--- config.mk ---
export PLATFORM = sky130hd
export DESIGN_NAME = ffca_ctrl
export DESIGN_NICKNAME = d
export VERILOG_FILES = /design/src/hdl/ffca_pkg.sv /design/src/hdl/ffca_ctrl.sv
export SDC_FILE = /design/constraint.sdc
export NUM_CORES = 1
export LEC_CHECK = 0
export BUFFER_PORTS_ARGS = -buffer_cell sky130_fd_sc_hd__buf_2
export CAP_MARGIN = 5
export CORE_AREA = 4 4 61 63
export DETAILED_ROUTE_END_ITERATION = 8
export DIE_AREA = 0 0 65 67
export GPL_ROUTABILITY_DRIVEN = 0
export PLACE_DENSITY_LB_ADDON = 0.1
export SYNTH_ARGS = -nofsm -noshare
export SYNTH_HDL_FRONTEND = slang
export SYNTH_SLANG_ARGS = --single-unit
--- constraint.sdc ---
create_clock -name clk -period 3.3 [get_ports clk]
set_input_delay 0.66 -clock clk [delete_from_list [all_inputs] [get_ports clk]]
set_output_delay 0.66 -clock clk [all_outputs]
set_load 0.01 [all_outputs]
--- src/hdl/ffca_pkg.sv ---
// ----------------------------------------------------------------------------
// First-fit coalescing allocator package
// Shared types, codes and default sizes for the allocator controller,
// datapath and top level.
// ----------------------------------------------------------------------------
`default_nettype none

package ffca_pkg;

  localparam int POOL_DEPTH_DEF   = 512;
  localparam int HASH_BUCKETS_DEF = 1024;
  localparam int WORD_BYTES_DEF   = 4;

  typedef enum logic [1:0] {
    OP_ALLOC = 2'd0,
    OP_FREE  = 2'd1,
    OP_ADD   = 2'd2
  } op_t;

  typedef enum logic [2:0] {
    ST_OK       = 3'd0,
    ST_NULL     = 3'd1,
    ST_NOSPACE  = 3'd2,
    ST_NODESC   = 3'd3,
    ST_NOTFOUND = 3'd4
  } status_t;

  typedef enum logic [4:0] {
    C_NOP,
    C_CLR,
    C_LOAD,
    C_A_INIT,
    C_RD,
    C_STEP,
    C_A_TAKE,
    C_SP_RD,
    C_SPLIT,
    C_A_HRD,
    C_A_FIN,
    C_F_INIT,
    C_F_HEAD,
    C_F_TAKE,
    C_U_CHK,
    C_M_BUCK,
    C_M_BOTH,
    C_UL_HI,
    C_UL_LO,
    C_UL_CHK,
    C_M_AREA_USE,
    C_M_LO_HI,
    C_M_HI_SPARE,
    C_M_LO_LEN,
    C_M_HI_BL,
    C_M_AREA_SPARE,
    C_ADD,
    C_FIN
  } cmd_op_t;

  typedef struct packed {
    cmd_op_t op;
    status_t st;
  } dp_cmd_t;

  typedef struct packed {
    logic [1:0] op;
    logic       size_zero;
    logic       need_ovf;
    logic       addr_zero;
    logic       walk_end;
    logic       fits;
    logic       split;
    logic       spare_nil;
    logic       match;
    logic       both;
    logic       lo_v;
    logic       hi_v;
    logic       ul_hit;
    logic       clr_last;
    logic       out_free;
  } dp_stat_t;

endpackage

`default_nettype wire

--- src/hdl/ffca_ctrl.sv ---
// ----------------------------------------------------------------------------
// First-fit coalescing allocator controller
// Sequences the list walks and descriptor updates of each request and
// drives the datapath one command per cycle.
// ----------------------------------------------------------------------------
`default_nettype none

module ffca_ctrl (
  input  wire logic               clk,
  input  wire logic               rst_n,
  input  wire logic               in_tvalid,
  output logic                    in_tready,
  input  wire ffca_pkg::dp_stat_t stat,
  output ffca_pkg::dp_cmd_t       cmd
);
  import ffca_pkg::*;

  typedef enum logic [4:0] {
    S_CLR, S_IDLE, S_DISP,
    S_A_RD, S_A_CHK, S_A_SPR, S_A_SPLIT, S_A_HRD, S_A_FIN,
    S_F_HEAD, S_F_RD, S_F_CHK, S_U_RD, S_U_CHK,
    S_M_BUCK, S_M_BOTH, S_UL_HI, S_UL_LO, S_UL_RD, S_UL_CHK,
    S_M_AUSE, S_M_LOHI, S_M_HISP, S_M_LOLEN, S_M_HIBL, S_M_ASPR,
    S_ADD, S_FIN
  } state_t;

  state_t  state_r, state_nxt;
  status_t st_r, st_nxt;
  logic    second_r, second_nxt;

  assign in_tready = (state_r == S_IDLE);

  always_comb begin
    state_nxt  = state_r;
    st_nxt     = st_r;
    second_nxt = second_r;
    cmd        = '{op: C_NOP, st: st_r};
    unique case (state_r)
      S_CLR: begin
        cmd.op = C_CLR;
        if (stat.clr_last) state_nxt = S_IDLE;
      end
      S_IDLE: begin
        if (in_tvalid) begin
          cmd.op     = C_LOAD;
          second_nxt = 1'b0;
          state_nxt  = S_DISP;
        end
      end
      S_DISP: begin
        unique case (stat.op)
          OP_ALLOC: begin
            if (stat.size_zero) begin
              st_nxt = ST_NULL; state_nxt = S_FIN;
            end else if (stat.need_ovf) begin
              st_nxt = ST_NOSPACE; state_nxt = S_FIN;
            end else begin
              cmd.op = C_A_INIT; state_nxt = S_A_RD;
            end
          end
          OP_FREE: begin
            if (stat.addr_zero) begin
              st_nxt = ST_NULL; state_nxt = S_FIN;
            end else begin
              cmd.op = C_F_INIT; state_nxt = S_F_HEAD;
            end
          end
          OP_ADD: begin
            if (stat.spare_nil) begin
              st_nxt = ST_NODESC; state_nxt = S_FIN;
            end else begin
              cmd.op = C_SP_RD; state_nxt = S_ADD;
            end
          end
          default: begin
            st_nxt = ST_NULL; state_nxt = S_FIN;
          end
        endcase
      end
      S_A_RD: begin
        if (stat.walk_end) begin
          st_nxt = ST_NOSPACE; state_nxt = S_FIN;
        end else begin
          cmd.op = C_RD; state_nxt = S_A_CHK;
        end
      end
      S_A_CHK: begin
        if (!stat.fits) begin
          cmd.op = C_STEP; state_nxt = S_A_RD;
        end else if (stat.split && stat.spare_nil) begin
          st_nxt = ST_NODESC; state_nxt = S_FIN;
        end else begin
          cmd.op    = C_A_TAKE;
          state_nxt = stat.split ? S_A_SPR : S_A_HRD;
        end
      end
      S_A_SPR: begin
        cmd.op = C_SP_RD; state_nxt = S_A_SPLIT;
      end
      S_A_SPLIT: begin
        cmd.op = C_SPLIT; state_nxt = S_A_HRD;
      end
      S_A_HRD: begin
        cmd.op = C_A_HRD; state_nxt = S_A_FIN;
      end
      S_A_FIN: begin
        cmd.op = C_A_FIN; st_nxt = ST_OK; state_nxt = S_FIN;
      end
      S_F_HEAD: begin
        cmd.op = C_F_HEAD; state_nxt = S_F_RD;
      end
      S_F_RD: begin
        if (stat.walk_end) begin
          st_nxt = ST_NOTFOUND; state_nxt = S_FIN;
        end else begin
          cmd.op = C_RD; state_nxt = S_F_CHK;
        end
      end
      S_F_CHK: begin
        if (stat.match) begin
          cmd.op = C_F_TAKE; state_nxt = S_U_RD;
        end else begin
          cmd.op = C_STEP; state_nxt = S_F_RD;
        end
      end
      S_U_RD: begin
        if (stat.walk_end) begin
          state_nxt = S_M_BUCK;
        end else begin
          cmd.op = C_RD; state_nxt = S_U_CHK;
        end
      end
      S_U_CHK: begin
        cmd.op    = C_U_CHK;
        state_nxt = stat.both ? S_M_BUCK : S_U_RD;
      end
      S_M_BUCK: begin
        cmd.op = C_M_BUCK;
        st_nxt = ST_OK;
        if (stat.lo_v && stat.hi_v) state_nxt = S_M_BOTH;
        else if (stat.lo_v)         state_nxt = S_M_LOLEN;
        else if (stat.hi_v)         state_nxt = S_M_HIBL;
        else                        state_nxt = S_M_AUSE;
      end
      S_M_BOTH: begin
        cmd.op = C_M_BOTH; state_nxt = S_UL_HI;
      end
      S_UL_HI: begin
        cmd.op = C_UL_HI; second_nxt = 1'b0; state_nxt = S_UL_RD;
      end
      S_UL_LO: begin
        cmd.op = C_UL_LO; second_nxt = 1'b1; state_nxt = S_UL_RD;
      end
      S_UL_RD: begin
        if (stat.walk_end) begin
          state_nxt = second_r ? S_M_AUSE : S_UL_LO;
        end else begin
          cmd.op = C_RD; state_nxt = S_UL_CHK;
        end
      end
      S_UL_CHK: begin
        cmd.op = C_UL_CHK;
        if (stat.ul_hit) state_nxt = second_r ? S_M_AUSE : S_UL_LO;
        else             state_nxt = S_UL_RD;
      end
      S_M_AUSE: begin
        cmd.op    = C_M_AREA_USE;
        state_nxt = second_r ? S_M_LOHI : S_FIN;
      end
      S_M_LOHI: begin
        cmd.op = C_M_LO_HI; state_nxt = S_M_HISP;
      end
      S_M_HISP: begin
        cmd.op = C_M_HI_SPARE; state_nxt = S_FIN;
      end
      S_M_LOLEN: begin
        cmd.op = C_M_LO_LEN; state_nxt = S_M_ASPR;
      end
      S_M_HIBL: begin
        cmd.op = C_M_HI_BL; state_nxt = S_M_ASPR;
      end
      S_M_ASPR: begin
        cmd.op = C_M_AREA_SPARE; state_nxt = S_FIN;
      end
      S_ADD: begin
        cmd.op = C_ADD; st_nxt = ST_OK; state_nxt = S_FIN;
      end
      S_FIN: begin
        if (stat.out_free) begin
          cmd.op = C_FIN; state_nxt = S_IDLE;
        end
      end
      default: state_nxt = S_IDLE;
    endcase
  end

  always_ff @(posedge clk) begin
    if (!rst_n) begin
      state_r  <= S_CLR;
      st_r     <= ST_OK;
      second_r <= 1'b0;
    end else begin
      state_r  <= state_nxt;
      st_r     <= st_nxt;
      second_r <= second_nxt;
    end
  end

endmodule

`default_nettype wire

==> results of run 1 <==
-- final timing paths --
kind / to / cells after the start
setup / recovery: cmd[5] / 6
hold / removal: st_r[0] / 2
setup reg to reg: state_r[4] / 6
hold reg to reg: st_r[0] / 2
-- final cells by class --
| cell class | instances | area share |
|---|---|---|
| clock buffer | 3 | 0.0121 |
| clock inverter | 1 | 0.00269 |
| inverter | 9 | 0.0182 |
| multi-input combinational | 204 | 0.718 |
| sequential | 9 | 0.0969 |
| tap | 46 | 0.0310 |
| timing repair buffer | 39 | 0.121 |
-- cells by family (layout without fill, tap and decap cells) --
| group | after synthesis | after routing | synth area share |
|---|---|---|---|
| AND/OR/NAND/NOR | 100 | 100 | 0.327 |
| AO/OA/AOI/OAI | 92 | 92 | 0.382 |
| buffers and inverters | 32 | 52 | 0.108 |
| flip-flops | 9 | 9 | 0.106 |
| adder cells (fa/ha/maj) | 6 | 6 | 0.0427 |
| XOR/XNOR | 3 | 3 | 0.0155 |
| multiplexers | 3 | 3 | 0.0184 |
-- power breakdown --
part | total, mW | internal (mW) | switching (mW)
registers | 0.241 | 0.149 | 0.0917
clock network | 0.0806 | 0.0445 | 0.0361
logic | 1.11 | 0.451 | 0.655
-- state kept, by name (all words and copies together), names as in the netlist --
register / cells
second_r: 1
st_r: 3
state_r: 5
-- routing by layer --
layer,vias to the layer above,GRT usage,routed length (um)
met3,10,0.0202,331
met2,102,0.387,2360
met5,-,0,0
li1,964,-,-
met1,911,0.347,2440
met4,0,0.0660,51
-- worst max-delay path, cell delays in order, from the launching register on --
cell and delay (ns):
sky130_fd_sc_hd__dfxtp_1 0.87, sky130_fd_sc_hd__nor3_2 0.21, sky130_fd_sc_hd__nand2_2 0.20, sky130_fd_sc_hd__nor2_1 0.06, sky130_fd_sc_hd__a222oi_1 0.30, sky130_fd_sc_hd__nand2_1 0.10, sky130_fd_sc_hd__buf_2 0.15
-- cells in the final DEF, fill, tap and decap left out, types with 2 or more instances in the layout --
master,instances
sky130_fd_sc_hd__o41ai_1,2
sky130_fd_sc_hd__or3_1,2
sky130_fd_sc_hd__nand2b_1,14
sky130_fd_sc_hd__a31oi_1,4
sky130_fd_sc_hd__nand2_1,23
sky130_fd_sc_hd__nor4_1,2
sky130_fd_sc_hd__o2111ai_1,2
sky130_fd_sc_hd__nand4b_1,4
sky130_fd_sc_hd__o21ai_0,14
sky130_fd_sc_hd__nand2_4,2
sky130_fd_sc_hd__o41a_1,2
sky130_fd_sc_hd__a311oi_1,2
sky130_fd_sc_hd__buf_4,12
sky130_fd_sc_hd__o311a_1,2
sky130_fd_sc_hd__clkbuf_4,3
sky130_fd_sc_hd__inv_1,6
sky130_fd_sc_hd__o2bb2ai_1,2
sky130_fd_sc_hd__a21o_1,3
sky130_fd_sc_hd__a21oi_1,20
sky130_fd_sc_hd__mux2i_1,2
sky130_fd_sc_hd__o21bai_1,2
sky130_fd_sc_hd__nor2_1,17
sky130_fd_sc_hd__a2111oi_0,5
sky130_fd_sc_hd__a211o_1,5
sky130_fd_sc_hd__o22ai_1,4
sky130_fd_sc_hd__inv_2,3
sky130_fd_sc_hd__dfxtp_1,9
sky130_fd_sc_hd__xnor2_1,2
sky130_fd_sc_hd__buf_2,27
sky130_fd_sc_hd__nor3_1,3
sky130_fd_sc_hd__o32ai_1,3
sky130_fd_sc_hd__a222oi_1,2
sky130_fd_sc_hd__nand3_1,10
sky130_fd_sc_hd__ha_1,5
sky130_fd_sc_hd__nor2b_1,10
sky130_fd_sc_hd__o21ai_1,7
==> flow_summary.ini, run 1 <==
[power_and_ir_drop]
pwr_density_mw_per_mm2 = 768
power.ir.vdd_worst_uv = 451
fin_total_pwr_mw = 1.43
leak_pwr_nw = 0.735

[worst_setup_path]
class_of_the_most_critical_setup_path = register to output port
worstPathMaxFanout = 23
endpoint_kind = output port
crit-reg2reg-launch = state_r[3]
r2r_setup_slack_ns = 1.05
critical_path.startpoint_type = register
cp_data_arrival_time_ns = 2.15
critPathLaunch = state_r[3]
cp_data_required_time_ns = 2.64

[routing]
dr.pass1.iters = 5
finalWirelength_um = 5190
avgViaCountPerCell = 6.39
wl_per_cell_um = 16.7
post_route_ant_nets = 0
num_vias = 1987
number_of_drc_markers_after_the_initial_detailed_route_iteration = 250
drt_drc_violations_left = 0

[job]
timing.max_cap.violations = 0

[floorplan]
die_outline_area_mm2 = 0.00436
fp-row-count = 21
dieHeight_um = 67
core_region_area_mm2 = 0.00323
die_x_um = 65
effective_utilization_at_floorplan = 0.525
i_o_pins = 28

[global_route]
grt_start_max_net_pins = 28
first_global_vias = 1754
grt_pass1_wl_um = 8420
grt_antenna_before_repair = 0
global_routing_usage_summed_across_all_routing_layers = 0.243
grt_remaining_overflow = 0

[final_layout]
synthToLayoutAreaGrowth_pct = 9.51
fill_cells = 339
finalNetCount = 290
finalNonFillerCells = 311
final_core_util = 0.575
post_route_cells_drive_above_1_share = 0.219
layout_cell_area_excl_fill_mm2 = 0.00186
diodes = 0
multiInputGateArea_mm2 = 0.00134
sequential_cell_area_um2 = 180

[synthesis]
yosysMostFrequentCell = sky130_fd_sc_hd__nand2_1
synthesis.area_mm2 = 0.00170
synthDistinctLibCells = 64
ys_async_sr_fraction = 0
postSynthAreaPerCell_um2 = 6.93
synthTopCellsByCount = sky130_fd_sc_hd__nand2_1 (23), sky130_fd_sc_hd__a21oi_1 (20), sky130_fd_sc_hd__nor2_1 (17), sky130_fd_sc_hd__nand2b_1 (14), sky130_fd_sc_hd__o21ai_0 (14)
synth_edf_count = 0
ys_top_cells_by_area = sky130_fd_sc_hd__dfxtp_1 (11%), sky130_fd_sc_hd__a21oi_1 (5.9%), sky130_fd_sc_hd__nand2b_1 (5.2%), sky130_fd_sc_hd__nand2_1 (5.1%), sky130_fd_sc_hd__o21ai_0 (4.1%)
synth_fp_nets = 269
synth_top_flop_cell = sky130_fd_sc_hd__dfxtp_1
number_of_standard_cells_after_synthesis = 245
yosys.area.top_type_share = 0.106
yosysWarningCount = 0
synth_area_leader_cell = sky130_fd_sc_hd__dfxtp_1
part_of_the_yosys_area_used_for_sequential_elements = 0.106
synth_seq_cells = 9

[clocking]
cts_buffers = 3
clock_path_buffers = 2
cts_tree = done
cts.repair_timing.setup_buffer_count = 0
clk_latency_ns = 0.25
ctsResizeCount = 0
cts_hold_buffers = 0
cts.sinks = 9
cts.clk_slew.worst_paths_ns = 0.06
cts-root-buf = sky130_fd_sc_hd__clkbuf_4
cts_max_level = 1

[sta]
relSlewSlack = 0.439
setup_slack_ns = 0.491
grt_setup_unrepaired = false
setup_tns_ns = 0
fmax_ghz = 0.356
final.period_utilization = 0.851
finalWorstPathRequiredPeriod_ns = 2.81
finalClockSkew_ns = 0.00223
finalHoldViolations = 0
worstMarginPinSlew_ns = 0.841
final-max-slew-violation-count = 0
timing.final.setup_violations = 0
hold_ws_ns = 0.455

[placed_design]
portBuffers = 27
detailed_place.area_mm2 = 0.00183
pre_cts_slack_ns = 0.598
dp_cells = 307
dpl.hpwl_um = 3950

[hold_path]
holdCritPathClass = register to register
worstHoldStart = st_r[0]

[status]
outcome = finished, final reports clean
Note: power is estimated with default switching activity, not from simulation.
==> run 2, diff against run 1 <==
- REMOVE_ABC_BUFFERS: not set -> 1
- SLEW_MARGIN: not set -> 10
==> flow_summary.ini, run 2 (same netlist as run 1, synthesis figures left out) <==
[job]
timing.max_cap.violations = 0

[power_and_ir_drop]
power.ir.vdd_worst_uv = 504
leak_pwr_nw = 0.727
fin_total_pwr_mw = 1.42
pwr_density_mw_per_mm2 = 765

[routing]
total_length_of_routed_met2_wires_um = 2370
dr_wl_met3_um = 471
post_route_ant_nets = 0
drt_drc_violations_left = 0
finalWirelength_um = 5330
highest-signal-layer = met4
route.layer.met1.wl_um = 2340
avgViaCountPerCell = 6.49
num_vias = 2013
number_of_drc_markers_after_the_initial_detailed_route_iteration = 338
wl_per_cell_um = 17.2
dr.pass1.iters = 5

[global_route]
grt_start_max_net_pins = 26
grt_antenna_before_repair = 0
grt_remaining_overflow = 0
first_global_vias = 1766
global_routing_usage_summed_across_all_routing_layers = 0.249
grt_pass1_wl_um = 8660

[clocking]
cts-root-buf = sky130_fd_sc_hd__clkbuf_4
cts.sinks = 9
cts.repair_timing.setup_buffer_count = 0
cts_max_level = 1
cts_buffers = 3
cts_hold_buffers = 0
cts_tree = done
clk_latency_ns = 0.25
clock_path_buffers = 2
ctsResizeCount = 0
cts.clk_slew.worst_paths_ns = 0.05

[floorplan]
die_outline_area_mm2 = 0.00436
effective_utilization_at_floorplan = 0.525
i_o_pins = 28
core_region_area_mm2 = 0.00323
die_x_um = 65
dieHeight_um = 67
fp-row-count = 21

[sta]
setup_tns_ns = 0
finalWorstPathRequiredPeriod_ns = 2.86
relSlewSlack = 0.482
worstMarginPinSlew_ns = 0.776
finalClockSkew_ns = 0.00113
hold_ws_ns = 0.451
grt_setup_unrepaired = false
final.period_utilization = 0.866
fmax_ghz = 0.350
final-max-slew-violation-count = 0
timing.final.setup_violations = 0
finalHoldViolations = 0

[worst_setup_path]
cp.buffers_inverters = 1
cp_data_arrival_time_ns = 2.20
worstPathMaxFanout = 23
cp_data_required_time_ns = 2.64
timing.critical_path.slowest_stage_cell = sky130_fd_sc_hd__nor3_2
critical_path.startpoint_type = register
r2r_setup_slack_ns = 0.98
endpoint_kind = output port
class_of_the_most_critical_setup_path = register to output port
crit_family = simple AND/OR/NAND/NOR gates
cp_num_cells = 5
rr_worst_depth = 7
critical-path-max-stage-delay_ns = 0.57
timing.critical_path.cells = nor3_2, nand2_2, o32a_1, nand3_1, buf_2

[final_layout]
synthToLayoutAreaGrowth_pct = 8.99
finalNetCount = 289
layout_common_cells = sky130_fd_sc_hd__buf_2 (27), sky130_fd_sc_hd__nand2_1 (23), sky130_fd_sc_hd__a21oi_1 (20)
largest_register = state_r
post_route_cells_drive_above_1_share = 0.212
layout_cell_area_excl_fill_mm2 = 0.00185
diodes = 0
layout.cells.most_common = sky130_fd_sc_hd__buf_2
final_core_util = 0.573
biggestRegsByFlops = state_r (5), st_r (3), second_r (1)
largest_reg_flops = 5

[status]
outcome = finished, final reports clean

[placed_design]
portBuffers = 27
detailed_place.area_mm2 = 0.00182
dpl.hpwl_um = 3940

[hold_path]
holdCritPathClass = register to register
hold_path_depth = 2
run 2: cell count changes in the layout (fill, tap and decap cells not counted), sizes merged:
cell	change
clkinv	-1
clkbuf	+1
buf	-1
run 2: worst paths after layout:
| check | to | start |
|---|---|---|
| setup / recovery | cmd[4] | state_r[3] |
| hold / removal | st_r[2] | st_r[2] |
| setup reg to reg | state_r[1] | state_r[3] |
| hold reg to reg | st_r[2] | st_r[2] |
run 2: power by group:
part	switching, mW	internal, mW	total [mW]	leakage (nW)
sequential	0.121	0.149	0.270	0.0737
clock	0.0316	0.0461	0.0778	0.0150
combinational	0.623	0.445	1.07	0.639
run 2: stage by stage:
stage,setup slack [ns],instances
finish,0.441,310
global route,0.286,310
CTS,0.461,310
detailed placement,0.602,306
global placement,0.623,306
floorplan,0.664,222
run 2: area by class of cell:
type,instances,area [um^2]
inverters,9,33.8
clock buffers,4,26.3
multi-input cells,204,1340
well taps,46,57.6
flip-flops and latches,9,180
repair buffers,38,218
fillers,337,1380
run 2: routing by layer:
layer	track usage	up-vias
li1	-	965
met1	0.358	922
met2	0.375	111
met3	0.0202	15
met4	0.106	0
met5	0	-
run 2: tightest hold or removal path, stage by stage, from the launching register on:
cell,delay (ns)
sky130_fd_sc_hd__dfxtp_1,0.30
sky130_fd_sc_hd__nand2_1,0.05
sky130_fd_sc_hd__mux2i_1,0.05
